File: src/rtl/rvie_pkg.sv
// ----------------------------------------------------------------------------
// rvie_pkg
// Shared types, opcodes and helpers for the register VM instruction executor.
// ----------------------------------------------------------------------------
package rvie_pkg;

    localparam int DATA_W  = 32;
    localparam int STACK_W = 13;
    localparam int ADDR2_W = 12;
    localparam int REG_W   = 4;
    localparam int CFG_IDX_W = 1;
    localparam int LEN_W   = 4;

    // register roles
    localparam logic [REG_W-1:0] R_IP  = 4'd0;
    localparam logic [REG_W-1:0] R_ACC = 4'd1;
    localparam logic [REG_W-1:0] R_SP  = 4'd2;

    // config register indexes
    localparam logic [CFG_IDX_W-1:0] CFG_ENTRY = 1'd0;
    localparam logic [CFG_IDX_W-1:0] CFG_STACK = 1'd1;

    typedef enum logic [4:0] {
        OP_HALT        = 5'd0,
        OP_PUSH_LIT    = 5'd1,
        OP_PUSH_REG    = 5'd2,
        OP_POP_REG     = 5'd3,
        OP_MOV_LIT_REG = 5'd4,
        OP_MOV_REG_REG = 5'd5,
        OP_MOV_MEM_REG = 5'd6,
        OP_MOV_LIT_MEM = 5'd7,
        OP_MOV_REG_MEM = 5'd8,
        OP_MOV_MEM_MEM = 5'd9,
        OP_ADD_LIT_REG = 5'd10,
        OP_ADD_RRR     = 5'd11,
        OP_SUB_LIT_REG = 5'd12,
        OP_SUB_REG_REG = 5'd13,
        OP_INC_REG     = 5'd14,
        OP_INC_MEM     = 5'd15,
        OP_DEC_REG     = 5'd16,
        OP_DEC_MEM     = 5'd17,
        OP_JMP         = 5'd18,
        OP_JMP_NE      = 5'd19,
        OP_JMP_EQ      = 5'd20,
        OP_JMP_GT      = 5'd21,
        OP_JMP_GE      = 5'd22,
        OP_JMP_LT      = 5'd23,
        OP_JMP_LE      = 5'd24,
        OP_CALL        = 5'd25,
        OP_RETURN      = 5'd26,
        OP_START       = 5'd27
    } opcode_t;

    typedef enum logic [1:0] {
        ERR_OK     = 2'd0,
        ERR_OPCODE = 2'd1,
        ERR_ADDR   = 2'd2
    } err_t;

    // which address check an instruction needs
    typedef enum logic [2:0] {
        CHK_NONE,
        CHK_PUSH,
        CHK_POP,
        CHK_A1,
        CHK_A1A2
    } chk_t;

    // decoded word handed from front to back
    typedef struct packed {
        opcode_t               op;
        logic [REG_W-1:0]      r1;
        logic [REG_W-1:0]      r2;
        logic [REG_W-1:0]      r3;
        logic [DATA_W-1:0]     lit;
        logic [DATA_W-1:0]     a1;
        logic [ADDR2_W-1:0]    a2;
        logic [LEN_W-1:0]      len;
        chk_t                  chk;
        logic                  unknown;
        logic                  mem_rd;
        logic                  is_start;
    } item_t;

    localparam int Q_DEPTH = 2;

    // instruction length in bytes
    function automatic logic [LEN_W-1:0] op_len(input opcode_t op);
        logic [LEN_W-1:0] n;
        case (op)
            OP_HALT, OP_CALL, OP_RETURN: n = 4'd1;
            OP_PUSH_REG, OP_POP_REG, OP_INC_REG, OP_DEC_REG: n = 4'd2;
            OP_MOV_REG_REG, OP_SUB_REG_REG: n = 4'd3;
            OP_ADD_RRR: n = 4'd4;
            OP_PUSH_LIT, OP_INC_MEM, OP_DEC_MEM, OP_JMP: n = 4'd5;
            OP_MOV_LIT_REG, OP_MOV_MEM_REG, OP_MOV_REG_MEM, OP_ADD_LIT_REG,
            OP_SUB_LIT_REG, OP_JMP_EQ, OP_JMP_GT, OP_JMP_GE, OP_JMP_LT,
            OP_JMP_LE: n = 4'd6;
            OP_JMP_NE: n = 4'd7;
            OP_MOV_LIT_MEM, OP_MOV_MEM_MEM: n = 4'd9;
            default: n = 4'd0;
        endcase
        return n;
    endfunction

    // word aligned and inside the data memory
    function automatic logic addr_ok(input logic [DATA_W-1:0] a,
                                     input logic [DATA_W-1:0] words);
        return (a[1:0] == 2'b00) && (a[31:2] < words[29:0]);
    endfunction

endpackage

File: src/rtl/rvie_queue.sv
// ----------------------------------------------------------------------------
// rvie_queue
// Two-entry queue of decoded words between front and back.
// ----------------------------------------------------------------------------
module rvie_queue
    import rvie_pkg::*;
(
    input  logic  clk,
    input  logic  rst_n,
    input  logic  push,
    input  item_t wdata,
    output logic  full,
    input  logic  pop,
    output logic  valid,
    output item_t rdata
);

    localparam int PW = $clog2(Q_DEPTH);

    item_t             slot_reg [Q_DEPTH];
    logic [PW-1:0]     wr_ptr_reg, wr_ptr_next;
    logic [PW-1:0]     rd_ptr_reg, rd_ptr_next;
    logic [PW:0]       count_reg, count_next;

    assign full  = count_reg == (PW+1)'(Q_DEPTH);
    assign valid = count_reg != '0;
    assign rdata = slot_reg[rd_ptr_reg];

    // pointer and count update
    always_comb
    begin
        wr_ptr_next = push ? wr_ptr_reg + 1'b1 : wr_ptr_reg;
        rd_ptr_next = pop  ? rd_ptr_reg + 1'b1 : rd_ptr_reg;
        count_next  = count_reg + (PW+1)'(push) - (PW+1)'(pop);
    end

    always_ff @(posedge clk or negedge rst_n)
    begin
        if (!rst_n)
        begin
            wr_ptr_reg <= '0;
            rd_ptr_reg <= '0;
            count_reg  <= '0;
        end
        else
        begin
            wr_ptr_reg <= wr_ptr_next;
            rd_ptr_reg <= rd_ptr_next;
            count_reg  <= count_next;
        end
    end

    always_ff @(posedge clk)
    begin
        if (push)
        begin
            slot_reg[wr_ptr_reg] <= wdata;
        end
    end

endmodule

File: config.mk
export PLATFORM = sky130hd
export DESIGN_NAME = rvie_queue
export DESIGN_NICKNAME = d
export VERILOG_FILES = /design/src/rtl/rvie_pkg.sv /design/src/rtl/rvie_queue.sv
export SDC_FILE = /design/constraint.sdc
export NUM_CORES = 1
export LEC_CHECK = 0
export ABC_AREA = 1
export ABC_CLOCK_PERIOD_IN_PS = 17030
export BUFFER_PORTS_ARGS = -buffer_cell sky130_fd_sc_hd__buf_2
export CAP_MARGIN = 20
export CORE_MARGIN = 10
export CORE_UTILIZATION = 55
export CTS_CLUSTER_SIZE = 24
export DETAILED_ROUTE_END_ITERATION = 10
export PLACE_DENSITY = 0.83
export RECOVER_POWER = 100
export SYNTH_ARGS = -nofsm -noshare
export SYNTH_HDL_FRONTEND = slang
export SYNTH_SLANG_ARGS = --single-unit
File: constraint.sdc
create_clock -name clk -period 17.03 [get_ports clk]
set_clock_uncertainty 0.15 [all_clocks]
set_input_delay 0 -clock clk [delete_from_list [all_inputs] [get_ports clk]]
set_output_delay 0 -clock clk [all_outputs]
set_load 0.1 [all_outputs]
Word level (Yosys, flattened, before mapping)
Memory sizes are Yosys's and may differ from the RTL's.
Cells that the tools add are included.
W data, S select, Z words.
{"block": "op_classes", "reduce_logical": 1, "n_eq_ne": 1, "mux": 2, "add_sub_neg": 4}
{"cell": "$add A1 B1 Y1 const B", "count": 2}
{"cell": "$add A2 B1 Y2", "count": 1}
{"cell": "$eq A2 B2 Y1 const B", "count": 1}
{"cell": "$mux W1", "count": 2}
{"cell": "$reduce_bool A2 Y1", "count": 1}
{"cell": "$sub A2 B1 Y2", "count": 1}
{"block": "totals", "out_inout_bits": 105, "in_bits": 107, "elab_cells": 12, "memories": 1, "ramBits": 206, "register_bits": 4}
{"name": "slot_reg", "words": 2, "width": 103, "read_ports": 1, "rd_clocked_by_memory_dff": 0, "wr": 1, "line_no": "rvie_queue.sv:20", "text": "item_t slot_reg [Q_DEPTH];"}

Depth between registers and ports, before layout
{"block": "depth", "word_depth": 2, "mapped_depth": 7, "mapped_depth_nobuf": 7}

Worst setup path after synthesis
No wires, ideal clock.
{"block": "synth_timing", "path_type": "register to register", "from": "reg wr_ptr_reg", "to": "mem slot_reg[0][0] (netlist bit) (enable)", "arrival_ns": 4.698, "required_time_ns": 16.311, "setup_slack_ns": 11.614, "setup_time_ns": 0.569, "n_path_buf": 0, "path_stages_with_launch": 2, "synth_period_minus_slack_ns": 5.416, "path_cell_list": "dfrtp_1 > nor2_1"}
{"item": "start: declaration", "line_no": "rvie_queue.sv:21", "text": "logic [PW-1:0] wr_ptr_reg, wr_ptr_next;"}
{"item": "start signal: assignment", "line_no": "rvie_queue.sv:47", "text": "wr_ptr_reg <= wr_ptr_next;"}
{"item": "end: declaration", "line_no": "rvie_queue.sv:20"}
Straight into the memory's write port.

==> results.cfg <==
[setup_path]
critPathKind = flop to primary output
crit_buf_inv = 2
end_kind = primary output
rrSetupSlack_ns = 12.16
worstSetupStartpointType = flop
cp_slowest_cell = clkbuf_1
cp_top_family = buffers and inverters
cp.arrival_ns = 7.46
reg2reg_depth = 3
worstSetupStartpoint = rd_ptr_reg
cp_cell_sequence = clkbuf_1 -> o21ai_0 -> clkbuf_1
cp_num_cells = 3
max_stage_delay_ns = 3.21
timing.rr.start = wr_ptr_reg
regToRegEndpoint = slot_reg[1][52]
cp_max_fo = 106
crit_path_frequent_cell = clkbuf_1
required_ns = 16.88
crit_path_end = rdata[44]

[synth]
ys_ff_latch = 210
syn_avg_cell_area_um2 = 14.2
netlist_area_mm2 = 0.00799
syn-instance-count = 563
seq_area_frac_synth_pct = 78.7
syn_nets = 672
yosys_warnings = 0
yosysUniqueCellTypes = 16

[clock_tree]
tritoncts = yes
htreeDepth = 1
cts_resized = 0
clk_path_buf_depth = 3
hold_buffers = 107
clkSinkCount = 210
clk_latency_ns = 0.48
cts-root-buf = clkbuf_16
post_cts_buffers = 0
cts_made_buffers = 21
cts.clk_slew.worst_paths_ns = 0.07

[timing]
rsz0062_at_grt = no
fmax_mhz = 131
setup_viol = 0
worst_slew_pin_slew_ns = 4.40
hold_viol = 0
min_period_ns = 7.61
fin_crit_sh_pct = 44.7
setup_tns_ns = 0
relSlewSlack_pct = -193
maxSlewViolCount = 421

[min_path]
hp-start = wdata[1]
hp-class = primary input to flop

[detailed_routing]
via_per_inst = 4.99
topRoutingLayerUsed = met4
met1_length_um = 7340
wl_met3_um = 2050
vias = 5397
wl_met2_um = 10700
antenna_left = 0
drtIter0Drc = 396
drc = 0
wl_per_cell_um = 18.9
drt-total-wl_um = 20400
drtPass1Iterations = 5

[run_status]
status = finished with violations
violations = capacitance limit, slew limit

[die]
io_pins = 212
initial_core_util_pct = 56.9
die_area_mm2 = 0.0197
dieHeight_um = 141
core_area_mm2 = 0.0140
die_width_um = 141
rows = 43

[cells_and_area]
drive_above_1_share_pct = 8.56
syn2layout_area_growth_pct = 31.8
largest_reg_flops = 206
final_nets = 994
fillCellCount = 915

[grt]
overflow = 0
grt_max_degree = 107
antenna_found_initial = 1
grt_pass1_vias = 5704
grt_usage_pct = 19.9
grt_pass1_wl_um = 31400

[placed_design]
io_buffer_count = 211
gp_congestion = 0.795
dp_hpwl_um = 11700

[flow_run]
max-cap-violations = 6
stage by stage:
stage	instance area (um2)	worst slack, ns	std cells	utilization, %	hold slack, ns
6_report	10500	9.42	1082	75.0	0.0837
5_1_grt	10500	8.60	1081	75.0	0.0898
4_1_cts	10800	13.56	1080	76.8	0.0712
3_5_place_dp	9100	14.12	935	64.8	-0.338
3_3_place_gp	9100	14.16	935	64.8	-0.345
2_1_floorplan	7990	11.61	563	-	-0.446
layout make-up:
cell class                      count  area, um2  area share [%]
Antenna cell                        2       5.00          0.0475
Tap cell                          180        225            2.14
Multi-Input combinational cell    220       1090            10.3
Inverter                          110        414            3.93
Clock buffer                       28        552            5.24
Timing Repair Buffer              322       1910            18.1
Sequential cell                   210       6290            59.7
Clock inverter                     10       51.3           0.487
worst min-delay path by stage:
stage | to | slack, ns | cells after the start
floorplan | count_reg[0] | -0.45 | 0
global placement | count_reg[1] | -0.34 | 1
detailed placement | count_reg[0] | -0.34 | 1
CTS | slot_reg[1][6] | 0.07 | 2
global route | slot_reg[0][2] | 0.09 | 2
finish | slot_reg[1][1] | 0.08 | 2
synth_stat cells:
master / count / area share, %
nand2_1: 110 / 5.2
ha_1: 2 / 0.31
xor2_1: 2 / 0.22
o21ai_1: 11 / 0.69
dfrtp_1: 4 / 1.3
buf_12: 1 / 0.25
inv_1: 110 / 5.2
edfxtp_1: 206 / 77
nor2_1: 2 / 0.094
buf_4: 2 / 0.19
nand3_1: 1 / 0.063
clkbuf_1: 6 / 0.28
buf_2: 1 / 0.063
buf_6: 13 / 1.8
o21ai_2: 26 / 2.9
o21ai_0: 66 / 4.1
worst reg2reg max path: cells and delay by family (launching register included):
kind	cells	cell delay (ns)
buffers and inverters	2	3.69
and+or+nand+nor	1	0.08
DFF	1	0.42
per-layer routing:
metal	global-route usage, %	vias up
met5	0	-
met4	5.27	0
met1	22.3	2536
met3	6.42	30
met2	35.6	275
li1	-	2556
kinds of logic (layout without fill, tap and decap cells):
kind of cell             after synthesis  count (layout)  share of synthesized area [%]
other                                  0               2                              0
AO/OA/AOI/OAI                        103             103                           7.67
buffers and inverters                133             470                           7.78
AND/OR/NAND/NOR                      113             113                           5.33
adder cells (fa/ha/maj)                2               2                          0.313
XOR/XNOR                               2               2                          0.219
flip-flops                           210             210                           78.7
layout by cell type (no fill, tap or decap):
master,Yosys,routed
clkinvlp_4,0,1
nand3_1,1,1
o21ai_1,11,11
clkinvlp_2,0,1
o21ai_2,26,26
xor2_1,2,2
diode_2,0,2
clkbuf_2,0,1
clkbuf_1,6,198
nor2_1,2,1
dlygate4sd3_1,0,107
clkinv_1,0,4
buf_1,0,2
buf_2,1,21
inv_1,110,109
inv_6,0,1
nand2_1,110,110
clkinv_2,0,4
o21ai_0,66,66
edfxtp_1,206,206
ha_1,2,2
nor2_4,0,1
clkbuf_16,0,21
dfrtp_1,4,4
Power is not shown: default switching activity piles up to over one toggle a cycle in this logic, so the estimate is an artifact.
