==> src/rtl/rvie_pkg.sv <==
// ----------------------------------------------------------------------------
// rvie_pkg
// Shared types, opcodes and helpers for the register VM instruction executor.
// ----------------------------------------------------------------------------
package rvie_pkg;

    localparam int DATA_W  = 32;
    localparam int STACK_W = 13;
    localparam int ADDR2_W = 12;
    localparam int REG_W   = 4;
    localparam int CFG_IDX_W = 1;
    localparam int LEN_W   = 4;

    // register roles
    localparam logic [REG_W-1:0] R_IP  = 4'd0;
    localparam logic [REG_W-1:0] R_ACC = 4'd1;
    localparam logic [REG_W-1:0] R_SP  = 4'd2;

    // config register indexes
    localparam logic [CFG_IDX_W-1:0] CFG_ENTRY = 1'd0;
    localparam logic [CFG_IDX_W-1:0] CFG_STACK = 1'd1;

    typedef enum logic [4:0] {
        OP_HALT        = 5'd0,
        OP_PUSH_LIT    = 5'd1,
        OP_PUSH_REG    = 5'd2,
        OP_POP_REG     = 5'd3,
        OP_MOV_LIT_REG = 5'd4,
        OP_MOV_REG_REG = 5'd5,
        OP_MOV_MEM_REG = 5'd6,
        OP_MOV_LIT_MEM = 5'd7,
        OP_MOV_REG_MEM = 5'd8,
        OP_MOV_MEM_MEM = 5'd9,
        OP_ADD_LIT_REG = 5'd10,
        OP_ADD_RRR     = 5'd11,
        OP_SUB_LIT_REG = 5'd12,
        OP_SUB_REG_REG = 5'd13,
        OP_INC_REG     = 5'd14,
        OP_INC_MEM     = 5'd15,
        OP_DEC_REG     = 5'd16,
        OP_DEC_MEM     = 5'd17,
        OP_JMP         = 5'd18,
        OP_JMP_NE      = 5'd19,
        OP_JMP_EQ      = 5'd20,
        OP_JMP_GT      = 5'd21,
        OP_JMP_GE      = 5'd22,
        OP_JMP_LT      = 5'd23,
        OP_JMP_LE      = 5'd24,
        OP_CALL        = 5'd25,
        OP_RETURN      = 5'd26,
        OP_START       = 5'd27
    } opcode_t;

    typedef enum logic [1:0] {
        ERR_OK     = 2'd0,
        ERR_OPCODE = 2'd1,
        ERR_ADDR   = 2'd2
    } err_t;

    // which address check an instruction needs
    typedef enum logic [2:0] {
        CHK_NONE,
        CHK_PUSH,
        CHK_POP,
        CHK_A1,
        CHK_A1A2
    } chk_t;

    // decoded word handed from front to back
    typedef struct packed {
        opcode_t               op;
        logic [REG_W-1:0]      r1;
        logic [REG_W-1:0]      r2;
        logic [REG_W-1:0]      r3;
        logic [DATA_W-1:0]     lit;
        logic [DATA_W-1:0]     a1;
        logic [ADDR2_W-1:0]    a2;
        logic [LEN_W-1:0]      len;
        chk_t                  chk;
        logic                  unknown;
        logic                  mem_rd;
        logic                  is_start;
    } item_t;

    localparam int Q_DEPTH = 2;

    // instruction length in bytes
    function automatic logic [LEN_W-1:0] op_len(input opcode_t op);
        logic [LEN_W-1:0] n;
        case (op)
            OP_HALT, OP_CALL, OP_RETURN: n = 4'd1;
            OP_PUSH_REG, OP_POP_REG, OP_INC_REG, OP_DEC_REG: n = 4'd2;
            OP_MOV_REG_REG, OP_SUB_REG_REG: n = 4'd3;
            OP_ADD_RRR: n = 4'd4;
            OP_PUSH_LIT, OP_INC_MEM, OP_DEC_MEM, OP_JMP: n = 4'd5;
            OP_MOV_LIT_REG, OP_MOV_MEM_REG, OP_MOV_REG_MEM, OP_ADD_LIT_REG,
            OP_SUB_LIT_REG, OP_JMP_EQ, OP_JMP_GT, OP_JMP_GE, OP_JMP_LT,
            OP_JMP_LE: n = 4'd6;
            OP_JMP_NE: n = 4'd7;
            OP_MOV_LIT_MEM, OP_MOV_MEM_MEM: n = 4'd9;
            default: n = 4'd0;
        endcase
        return n;
    endfunction

    // word aligned and inside the data memory
    function automatic logic addr_ok(input logic [DATA_W-1:0] a,
                                     input logic [DATA_W-1:0] words);
        return (a[1:0] == 2'b00) && (a[31:2] < words[29:0]);
    endfunction

endpackage

==> src/rtl/rvie_if.sv <==
// ----------------------------------------------------------------------------
// rvie channel interfaces
// Instruction, result and configuration channels with valid/ready.
// ----------------------------------------------------------------------------
interface rvie_cmd_if;
    logic        valid;
    logic        ready;
    logic [4:0]  opcode;
    logic [3:0]  reg_first;
    logic [3:0]  reg_second;
    logic [3:0]  reg_third;
    logic [31:0] literal;
    logic [31:0] addr_first;
    logic [11:0] addr_second;

    modport source (output valid, opcode, reg_first, reg_second, reg_third, literal,
                    addr_first, addr_second, input ready);
    modport sink   (input valid, opcode, reg_first, reg_second, reg_third, literal,
                    addr_first, addr_second, output ready);
endinterface


==> src/rtl/rvie_front.sv <==
// ----------------------------------------------------------------------------
// rvie_front
// Accepts instruction words and classifies them for the execute side.
// ----------------------------------------------------------------------------
module rvie_front
    import rvie_pkg::*;
(
    rvie_cmd_if.sink cmd,
    input  logic     q_full,
    output logic     q_push,
    output item_t    q_wdata
);

    opcode_t op;

    assign op        = opcode_t'(cmd.opcode);
    assign cmd.ready = !q_full;
    assign q_push    = cmd.valid && !q_full;

    // decode
    always_comb
    begin
        q_wdata          = '0;
        q_wdata.op       = op;
        q_wdata.r1       = cmd.reg_first;
        q_wdata.r2       = cmd.reg_second;
        q_wdata.r3       = cmd.reg_third;
        q_wdata.lit      = cmd.literal;
        q_wdata.a1       = cmd.addr_first;
        q_wdata.a2       = cmd.addr_second;
        q_wdata.len      = op_len(op);
        q_wdata.unknown  = cmd.opcode > OP_START;
        q_wdata.is_start = op == OP_START;
        q_wdata.mem_rd   = 1'b0;
        q_wdata.chk      = CHK_NONE;
        case (op)
            OP_PUSH_LIT, OP_PUSH_REG: q_wdata.chk = CHK_PUSH;
            OP_POP_REG:
            begin
                q_wdata.chk    = CHK_POP;
                q_wdata.mem_rd = 1'b1;
            end
            OP_MOV_MEM_REG, OP_INC_MEM, OP_DEC_MEM:
            begin
                q_wdata.chk    = CHK_A1;
                q_wdata.mem_rd = 1'b1;
            end
            OP_MOV_LIT_MEM, OP_MOV_REG_MEM: q_wdata.chk = CHK_A1;
            OP_MOV_MEM_MEM:
            begin
                q_wdata.chk    = CHK_A1A2;
                q_wdata.mem_rd = 1'b1;
            end
            default: q_wdata.chk = CHK_NONE;
        endcase
    end

endmodule

==> src/flat_wrapper.sv <==
// flat-port wrapper written by rule: the top's interface ports become plain ports
module rvie_front_flat import rvie_pkg::*;
  (q_full, q_push, q_wdata, cmd_valid, cmd_opcode, cmd_reg_first, cmd_reg_second, cmd_reg_third, cmd_literal, cmd_addr_first, cmd_addr_second, cmd_ready);
  rvie_cmd_if cmd_i ();
  input  logic q_full;
  output logic q_push;
  output item_t q_wdata;
  input wire logic [$bits(cmd_i.valid)-1:0] cmd_valid;
  input wire logic [$bits(cmd_i.opcode)-1:0] cmd_opcode;
  input wire logic [$bits(cmd_i.reg_first)-1:0] cmd_reg_first;
  input wire logic [$bits(cmd_i.reg_second)-1:0] cmd_reg_second;
  input wire logic [$bits(cmd_i.reg_third)-1:0] cmd_reg_third;
  input wire logic [$bits(cmd_i.literal)-1:0] cmd_literal;
  input wire logic [$bits(cmd_i.addr_first)-1:0] cmd_addr_first;
  input wire logic [$bits(cmd_i.addr_second)-1:0] cmd_addr_second;
  output wire logic [$bits(cmd_i.ready)-1:0] cmd_ready;
  assign cmd_i.valid = cmd_valid;
  assign cmd_i.opcode = cmd_opcode;
  assign cmd_i.reg_first = cmd_reg_first;
  assign cmd_i.reg_second = cmd_reg_second;
  assign cmd_i.reg_third = cmd_reg_third;
  assign cmd_i.literal = cmd_literal;
  assign cmd_i.addr_first = cmd_addr_first;
  assign cmd_i.addr_second = cmd_addr_second;
  assign cmd_ready = cmd_i.ready;
  rvie_front u_core (.cmd(cmd_i), .q_full(q_full), .q_push(q_push), .q_wdata(q_wdata));
endmodule
==> config.mk <==
export PLATFORM = sky130hd
export DESIGN_NAME = rvie_front_flat
export DESIGN_NICKNAME = d
export VERILOG_FILES = /design/src/rtl/rvie_pkg.sv /design/src/rtl/rvie_if.sv /design/src/rtl/rvie_front.sv /design/src/flat_wrapper.sv
export SDC_FILE = /design/constraint.sdc
export NUM_CORES = 1
export LEC_CHECK = 0
export BUFFER_PORTS_ARGS = -buffer_cell sky130_fd_sc_hd__buf_2
export CAP_MARGIN = 20
export CORE_AREA = 5 5 74 76
export DETAILED_ROUTE_END_ITERATION = 12
export DIE_AREA = 0 0 79 81
export GPL_TIMING_DRIVEN = 0
export PLACE_DENSITY_LB_ADDON = 0.1
export REMOVE_ABC_BUFFERS = 1
export SLEW_MARGIN = 20
export SYNTH_ARGS = -nofsm -noshare
export SYNTH_HDL_FRONTEND = slang
export SYNTH_SLANG_ARGS = --single-unit
==> constraint.sdc <==
create_clock -name vclk -period 1.2
set_input_delay 0.06 -clock vclk [all_inputs]
set_output_delay 0.06 -clock vclk [all_outputs]
set_load 0.05 [all_outputs]
# --- Yosys cells after proc, flatten, opt, wreduce, memory -nomap -nowiden ---
# Memories as Yosys holds them, arrays and structs flattened.
# Cells that the tools add are included.
op_classes:
  magnitude_cmp: 1
  n_mux: 2
  reduce_logical: 5
  eq_ne: 10
op_table:
  columns: ["op", "count"]
  rows:
  - ["5-bit by 4-bit equality test with 1-bit output (second input constant)", 3]
  - ["3-bit case mux with 4 select lines", 1]
  - ["5-bit by 2-bit equality test with 1-bit output (second input constant)", 2]
  - ["5-bit by 3-bit equality test with 1-bit output (second input constant)", 2]
  - ["5-bit equality test (second input constant)", 2]
  - ["5-bit OR reduction", 2]
  - ["5-bit by 1-bit equality test with 1-bit output (second input constant)", 1]
  - ["5-bit > comparator (second input constant)", 1]
  - ["2-bit OR reduction", 1]
  - ["1-bit logical AND", 1]
  - ["1-bit logical NOT", 1]
  - ["1-bit two-way mux", 1]
totals:
  word_cells: 19
  input_bits: 95
  memories: 1
  register_bits: 0
  romBits: 128
mem_list:
  columns: ["name", "depth", "width", "rd", "rd_ports_with_merged_regs", "wr", "line_no", "rtl"]
  rows:
  - ["(no name shown)", 32, 4, 1, 0, 0, "rvie_pkg.sv:90", "case (op)"]

# --- Depth between registers and ports, before layout ---
# Gate-level depths: netlist (run 1).
logic_depth:
  word_depth: 3
  ltp_mapped: 5
  depth_no_buf: 5

# --- Worst setup path after synthesis (run 1) ---
# Ideal clock, no wire load.
synth_path:
  path_kind: "input to output"
  startpoint: "input cmd_opcode[1]"
  endpoint: "output q_wdata[8] (netlist name)"
  stages: 5
  slack_ns: -0.832
  arrival_ns: 1.972
  path_buffers: 0
  required_time_ns: 1.140
  path_cell_list: "inv_1 ha_1 nand2b_4 a22o_1 a222oi_1"
synth_lines:
  columns: ["item", "line_no", "rtl"]
  rows:
  - ["from (decl)", "flat_wrapper.sv:9", "input wire logic [$bits(cmd_i.opcode)-1:0] cmd_opcode;"]
  - ["to (decl)", "flat_wrapper.sv:7", "output item_t q_wdata;"]

==> results.cfg, run 1 <==
[placed_design]
io_buffers = 24
place.gp.congestion = 1.05
placed_cell_area_um2 = 571
hpwlAfterDp_um = 10000
detailedPlace.worstSlack_ns = -0.492

[setup_path]
cpPeakStageDelay_ns = 0.41
endpoint_kind = output pin
cp-start-kind = primary input
cp.arrival_ns = 1.30
cp_top_family = compound AO/OA/AOI/OAI gates
crit_path_cell_trace = buf_12 > inv_8 > ha_4 > nand2b_4 > a22o_1 > a222oi_1 > buf_4
cpMaxStageDelayCell = a222oi_1
crit_fanout = 5
crit_type = primary input to output pin
crit_buf_inv = 3
critPathRequiredTime_ns = 1.14

[floorplan]
fp-row-count = 25
die_w_um = 79
io_pins = 200
fp.dieArea_mm2 = 0.00640
core_area_mm2 = 0.00466
die_h_um = 81
start_util_pct = 24.1

[clocking]
cts.hold.buffers_added = 0

[synthesis]
avgSynthCellArea_um2 = 7.48
yosys_warnings = 0
yosysMostFrequentCell = buf_4
synth_xor_area_share_pct = 0
synth_top_area_share_pct = 62.9
synth_top_family_by_area = buffers and inverters
synth_mux_area_share_pct = 3.34
synth_common_cells = 94 x buf_4, 7 x nand2_1, 6 x ha_1
synth_simple_gate_area_share_pct = 12.8
synth-compound-area-share_pct = 9.92
syn_area_mm2 = 0.00112
synth_fa_ha_area_share_pct = 6.69
yosysSeqAreaShare_pct = 0
synth_cells = 150
ys_types = 30
synth.area.top_cells = buf_4 63%, ha_1 6.7%, buf_6 3.0%
synth_top_area_cell = buf_4

[sta]
period_minus_slack_ns = 1.36
worst_pin_slew_ns = 0.405
worst_slack_ns = -0.159
final-hold-violation-count = 0
setup_violations = 6
setup_tns_ns = -0.621
post-route-period-util_pct = 113
drv_slew = 0
rsz0062_at_grt = yes
max_freq_mhz = 736
slew_headroom_pct = 72.6

[route]
totalWireLength_um = 10600
avgRoutedWirePerCell_um = 76.9
drc = 0
drtIter0Drc = 52
vias_per_cell = 5.67
dr.pass1.iters = 7
route.vias.total = 782
ant_nets = 0

[finish]
seqCellArea_um2 = 0
area_growth_syn_to_layout_pct = -32.2
clkbuf_count = 0
final_nets = 187
layout-drive-gt1-share_pct = 53.6
seq_cell_count = 0
n_antenna_cell = 0
nFillCells = 538
fin_area_um2 = 761

[power]
powerDensity_mw_per_mm2 = 517
leakage_nw = 0.368
peakVddDrop_mv = 0.144
finalPower_mw = 0.394

[grt]
grt_pass1_vias = 637
antenna_found_initial = 0
grt_max_degree = 21
grt_pass1_wl_um = 11900
grt_overflow = 0
track_usage_pct = 31.2

[worst_hold_path]
hold_path_class = primary input to output pin

[outcome]
violations = negative setup slack
status = finished with violations

[flow_run]
maxCapViolations = 0
## worst paths after layout
check / cells after the start / endpoint / start
hold / removal: 0 / q_wdata[31] / cmd_addr_first[9]
setup / recovery: 7 / q_wdata[8] / cmd_opcode[0]
## through the flow
stage / hold WS, ns / instances / util, %
2_1_floorplan: 0.120 / 53 / -
3_3_place_gp: 0.121 / 131 / 12.2
3_5_place_dp: 0.121 / 131 / 12.2
4_1_cts: 0.121 / 132 / 14.6
5_1_grt: 0.120 / 138 / 16.3
6_report: 0.120 / 138 / 16.3
## cells in the final DEF (no fill, tap or decap), types with 2 or more instances in the layout
| master | count |
|---|---|
| and3_1 | 3 |
| nor2_1 | 3 |
| buf_4 | 10 |
| buf_6 | 5 |
| mux2_4 | 2 |
| buf_12 | 2 |
| inv_1 | 2 |
| buf_2 | 12 |
| o21ai_0 | 3 |
| a31oi_1 | 2 |
| clkbuf_4 | 2 |
| ha_4 | 2 |
| ha_1 | 3 |
| nand2_1 | 7 |
| a21oi_1 | 3 |
| and2b_2 | 2 |
## cell type report
| cell class | instances | area (um^2) | share of cell area [%] |
|---|---|---|---|
| timing repair buffer | 31 | 246 | 32.4 |
| tap | 54 | 67.6 | 8.88 |
| inverter | 4 | 35.0 | 4.61 |
| multi-input combinational | 49 | 412 | 54.1 |
## cell families after synthesis
kind of cell,after synthesis
muxes,3
adders and majority gates,6
buffers and inverters,101
and+or+nand+nor,24
AOI/OAI and AO/OA,16
## power by group
part,internal (mW),leakage (nW),total (mW),switching [mW]
Clock,0,0,0,0
Combinational,0.146,0.368,0.394,0.247
Sequential,0,0,0,0
## what timing repair did
action	CTS	global route
cloned	0	0
setup endpoints to repair	8	7
pin swaps	3	5
hold endpoints to repair	0	0
gates resized for setup	31	9
setup buffers	1	6
## metal layers
metal	global-route usage [%]	part of all wire, %	vias up
li1	-	-	265
met5	5.83	0.49	-
met3	43.6	29	20
met2	62.3	55	181
met4	8.76	3.6	2
met1	10.1	12	314
(Power assumes the default switching activity.)
==> run 2: changes to the inputs <==
--- a/config.mk
+++ b/config.mk
@@ -5,14 +5,16 @@
 export SDC_FILE = /design/constraint.sdc
 export NUM_CORES = 1
 export LEC_CHECK = 0
+export ABC_AREA = 1
 export BUFFER_PORTS_ARGS = -buffer_cell sky130_fd_sc_hd__buf_2
 export CAP_MARGIN = 20
-export CORE_AREA = 5 5 74 76
+export CORE_AREA = 5 5 75 77
 export DETAILED_ROUTE_END_ITERATION = 12
-export DIE_AREA = 0 0 79 81
+export DIE_AREA = 0 0 80 82
 export GPL_TIMING_DRIVEN = 0
 export PLACE_DENSITY_LB_ADDON = 0.1
 export REMOVE_ABC_BUFFERS = 1
+export SETUP_SLACK_MARGIN = 0.05
 export SLEW_MARGIN = 20
 export SYNTH_ARGS = -nofsm -noshare
 export SYNTH_HDL_FRONTEND = slang
==> constraint.sdc (replaced) <==
create_clock -name vclk -period 1.6
set_input_delay 0.08 -clock vclk [all_inputs]
set_output_delay 0.08 -clock vclk [all_outputs]
set_load 0.05 [all_outputs]
==> results.cfg, run 2 <==
[floorplan]
fp.dieArea_mm2 = 0.00656
die_h_um = 82
die_w_um = 80
fp-row-count = 26
core_area_mm2 = 0.00494
start_util_pct = 21.6
io_pins = 200

[power]
switching_share_pct = 76.8
pwr-share-comb_pct = 100.0
clkPwrFrac_pct = 0
p_sw_mw = 0.180
internal-power_mw = 0.0544
finalPower_mw = 0.234
peakVddDrop_mv = 0.0884
p_seq_share_pct = 0
powerDensity_mw_per_mm2 = 409
leakage_nw = 0.322

[finish]
final_cell_mix = 23 x nand2_1, 23 x buf_2, 10 x inv_1
utilization_pct = 11.6
final_nets = 195
nFillCells = 606
seq_cell_count = 0
area_growth_syn_to_layout_pct = -46.3
seqCellArea_um2 = 0
layout-drive-gt1-share_pct = 30.4
n_antenna_cell = 0
multi_input_area_um2 = 322
fin_area_um2 = 573
clkbuf_count = 0

[synthesis]
synth_top_area_share_pct = 66.1
synth.area.top_cells = buf_4 66%, nand2_1 8.1%, ha_1 7.0%
ys_types = 14
yosys_warnings = 0
avgSynthCellArea_um2 = 6.55
synth_cells = 163
synth_common_cells = 94 x buf_4, 23 x nand2_1, 10 x inv_1
syn_area_mm2 = 0.00107
yosysSeqAreaShare_pct = 0
synth_top_area_cell = buf_4
yosysMostFrequentCell = buf_4

[sta]
max_freq_mhz = 695
final-hold-violation-count = 0
worst_pin_slew_ns = 0.282
drv_slew = 0
setup_tns_ns = 0
rsz0062_at_grt = no
setup_violations = 0
slew_headroom_pct = 81.0
period_minus_slack_ns = 1.44
whs_ns = 0.161
post-route-period-util_pct = 89.9

[route]
totalWireLength_um = 10500
vias_per_cell = 4.70
ant_nets = 0
route.vias.total = 762
avgRoutedWirePerCell_um = 64.8
drtIter0Drc = 49
dr.pass1.iters = 4
drc = 0

[setup_path]
cpMostUsedCell = buf_2
cpMaxStageDelayCell = buf_2
crit_type = primary input to output pin
cp_top_family = buffers and inverters
cp-start-kind = primary input
cpPeakStageDelay_ns = 0.33
crit_path_cell_trace = buf_2 > inv_1 > ha_1 > nand3_2 > o21ai_0 > buf_2
endpoint_kind = output pin
cp.arrival_ns = 1.36
critPathRequiredTime_ns = 1.52
crit_fanout = 5
crit_buf_inv = 3

[placed_design]
place.gp.congestion = 1.08
hpwlAfterDp_um = 10100
placed_cell_area_um2 = 558
io_buffers = 24

[grt]
track_usage_pct = 30.2
grt_max_degree = 14
grt_pass1_wl_um = 11800
antenna_found_initial = 0
grt_pass1_vias = 713
grt_overflow = 0

[clocking]
cts.hold.buffers_added = 0
cts_setup_buffers = 0
cts_resized = 0

[worst_hold_path]
hold_path_class = primary input to output pin

[flow_run]
maxCapViolations = 0

[outcome]
status = finished, final reports clean
-- run 2: cell types whose count changed after synthesis, moves of 2 or more --
cell	before	now
nand2_1	7	23
inv_1	4	10
and3_1	3	0
mux2_2	2	0
nand3_2	0	2
and2b_2	2	0
o21ai_0	3	6
buf_6	3	1
a31oi_1	2	0
nand3_1	1	9
nor2_1	3	5
-- run 2: routing by layer --
| layer | wire, um | track usage, % | part of all wire, % |
|---|---|---|---|
| met2 | 5670 | 58.9 | 54 |
| met3 | 3290 | 45.1 | 31 |
| met5 | 34 | 4.17 | 0.32 |
| met1 | 1040 | 8.39 | 9.9 |
| met4 | 465 | 11.0 | 4.4 |
-- run 2: through the flow --
stage	setup slack, ns	std cells
2_1_floorplan	-0.156	68
3_3_place_gp	0.197	162
3_5_place_dp	0.198	162
4_1_cts	0.187	162
5_1_grt	0.0774	162
6_report	0.161	162
-- run 2: cells by family after synthesis --
family / after synthesis / share of synthesized area, %
AOI/OAI and AO/OA: 10 / 4.92
adders and majority gates: 6 / 7.03
buffers and inverters: 106 / 71.0
and+or+nand+nor: 41 / 17.0
-- run 2: path summary, 6_finish.rpt --
path	startpoint	endpoint	depth (start not counted)
worst max-delay path	cmd_opcode[1]	q_wdata[9]	6
worst min-delay path	cmd_addr_first[6]	q_wdata[28]	0
-- run 2: power by group through the flow --
stage	Clock (mW)	Sequential, mW	Combinational [mW]
2_1_floorplan	0	0	0.137
3_3_place_gp	0	0	0.229
3_5_place_dp	0	0	0.229
4_1_cts	0	0	0.229
5_1_grt	0	0	0.253
6_report	0	0	0.234
-- run 2: layout make-up --
cell class | instances | area share [%]
repair buffers | 24 | 21.4
inverters | 11 | 7.21
multi-input cells | 57 | 56.1
well taps | 70 | 15.3
==> run 3: changes to the inputs <==
--- a/config.mk
+++ b/config.mk
@@ -12,7 +12,7 @@
 export DETAILED_ROUTE_END_ITERATION = 12
 export DIE_AREA = 0 0 80 82
 export GPL_TIMING_DRIVEN = 0
-export PLACE_DENSITY_LB_ADDON = 0.1
+export PLACE_DENSITY_LB_ADDON = 0.3
 export REMOVE_ABC_BUFFERS = 1
 export SETUP_SLACK_MARGIN = 0.05
 export SLEW_MARGIN = 20
==> constraint.sdc (replaced) <==
create_clock -name vclk -period 1.4
set_input_delay 0.07 -clock vclk [all_inputs]
set_output_delay 0.07 -clock vclk [all_outputs]
set_load 0.05 [all_outputs]
==> results.cfg, run 3 (synthesis gave the netlist of run 2 again) <==
[clocking]
cts_setup_buffers = 0
cts.hold.buffers_added = 0
cts_resized = 0

[grt]
grt_use_met1_pct = 6.52
grt-busiest-layer = met2
grt_pass1_wl_um = 11000
antenna_found_initial = 0
grt_overflow = 0
track_usage_pct = 28.4
grt.met3_usage_pct = 44.7
use_met2_pct = 58.9
grt_max_degree = 14
grt_pass1_vias = 625

[setup_path]
endpoint_kind = output pin
cp_top_family = buffers and inverters
crit_buf_inv = 3
crit_type = primary input to output pin
cpMaxStageDelayCell = clkbuf_4
crit_fanout = 5
cpPeakStageDelay_ns = 0.30
cp-start-kind = primary input
crit_path_cell_trace = buf_2 > inv_1 > ha_2 > nand3_2 > o21ai_0 > clkbuf_4
cp.arrival_ns = 1.22
critPathRequiredTime_ns = 1.33

[sta]
period_minus_slack_ns = 1.29
slew_headroom_pct = 82.6
drv_slew = 0
post-route-period-util_pct = 92.4
final-hold-violation-count = 0
max_freq_mhz = 773
worst_pin_slew_ns = 0.259
setup_tns_ns = 0
whs_ns = 0.140
setup_violations = 0
rsz0062_at_grt = no

[finish]
final_common_cell = nand2_1
utilization_pct = 11.8
layout-drive-gt1-share_pct = 32.6
final_cell_mix = 23 x nand2_1, 18 x buf_2, 9 x inv_1, 9 x nand3_1, 6 x o21ai_0
seq_cell_count = 0
nFillCells = 615
clkbuf_count = 0
area_growth_syn_to_layout_pct = -45.1
n_antenna_cell = 0
final_nets = 195
seqCellArea_um2 = 0

[floorplan]
die_w_um = 80
fp.dieArea_mm2 = 0.00656
die_h_um = 82
fp-row-count = 26
core_area_mm2 = 0.00494
start_util_pct = 21.6
io_pins = 200

[power]
p_seq_share_pct = 0
leakage_nw = 0.322
clkPwrFrac_pct = 0
p_sw_mw = 0.202
internal-power_mw = 0.0707
switching_share_pct = 74.1
powerDensity_mw_per_mm2 = 466
peakVddDrop_mv = 0.105
pwr-share-comb_pct = 100.0

[route]
avgRoutedWirePerCell_um = 61.4
totalWireLength_um = 9950
drtIter0Drc = 43
drc = 0
dr.pass1.iters = 4
vias_per_cell = 4.64
route.vias.total = 752
ant_nets = 0

[worst_hold_path]
hold_path_class = primary input to output pin
holdPathEnd = q_wdata[91]
whs_path_depth = 0
worstHoldStart = cmd_reg_second[1]

[flow_run]
maxCapViolations = 0

[placed_design]
hpwlAfterDp_um = 9570
io_buffers = 24
place.gp.congestion = 1.08

[outcome]
status = finished, final reports clean
[run 3: cell count changes in the layout (fill, tap and decap cells not counted)]
cell	change
inv_2	+1
buf_2	-5
clkbuf_4	+3
ha_1	-1
buf_6	+2
inv_1	-1
ha_2	+2
ha_4	-1
[run 3: metal layers]
metal / up-vias / share of wire (%) / wire [um]
li1: 269 / - / -
met1: 273 / 9.1 / 905
met2: 198 / 56 / 5590
met3: 12 / 33 / 3240
met4: 0 / 2.1 / 208
met5: - / 0 / 0
[run 3: layout make-up]
cell class                 count  area, um^2  share of cell area (%)
tap                           70        87.6                    15.0
multi-input combinational     57         314                    53.6
timing repair buffer          24         143                    24.4
inverter                      11        41.3                    7.05
[run 3: worst max path at each step]
stage,end,slack (ns),cells after the start,from
finish,q_wdata[9],0.11,6,cmd_opcode[1]
global route,q_wdata[8],0.05,9,cmd_opcode[1]
CTS,q_wdata[6],0.07,8,cmd_opcode[0]
detailed placement,q_wdata[6],0.07,8,cmd_opcode[0]
global placement,q_wdata[9],0.06,6,cmd_opcode[1]
floorplan,q_wdata[2],-0.34,4,cmd_opcode[0]
[run 3: per-stage QoR]
step	std cells	instance area [um^2]	total power, mW	setup WS, ns
2_1_floorplan	68	350	0.157	-0.336
3_3_place_gp	162	558	0.258	0.0571
3_5_place_dp	162	558	0.257	0.0731
4_1_cts	162	558	0.258	0.0656
5_1_grt	162	586	0.292	0.0495
6_report	162	586	0.273	0.106
[run 3: power groups by stage]
stage,combinational [mW],clock (mW),sequential [mW]
floorplan,0.157,0,0
global placement,0.258,0,0
detailed placement,0.257,0,0
CTS,0.258,0,0
global route,0.292,0,0
finish,0.273,0,0
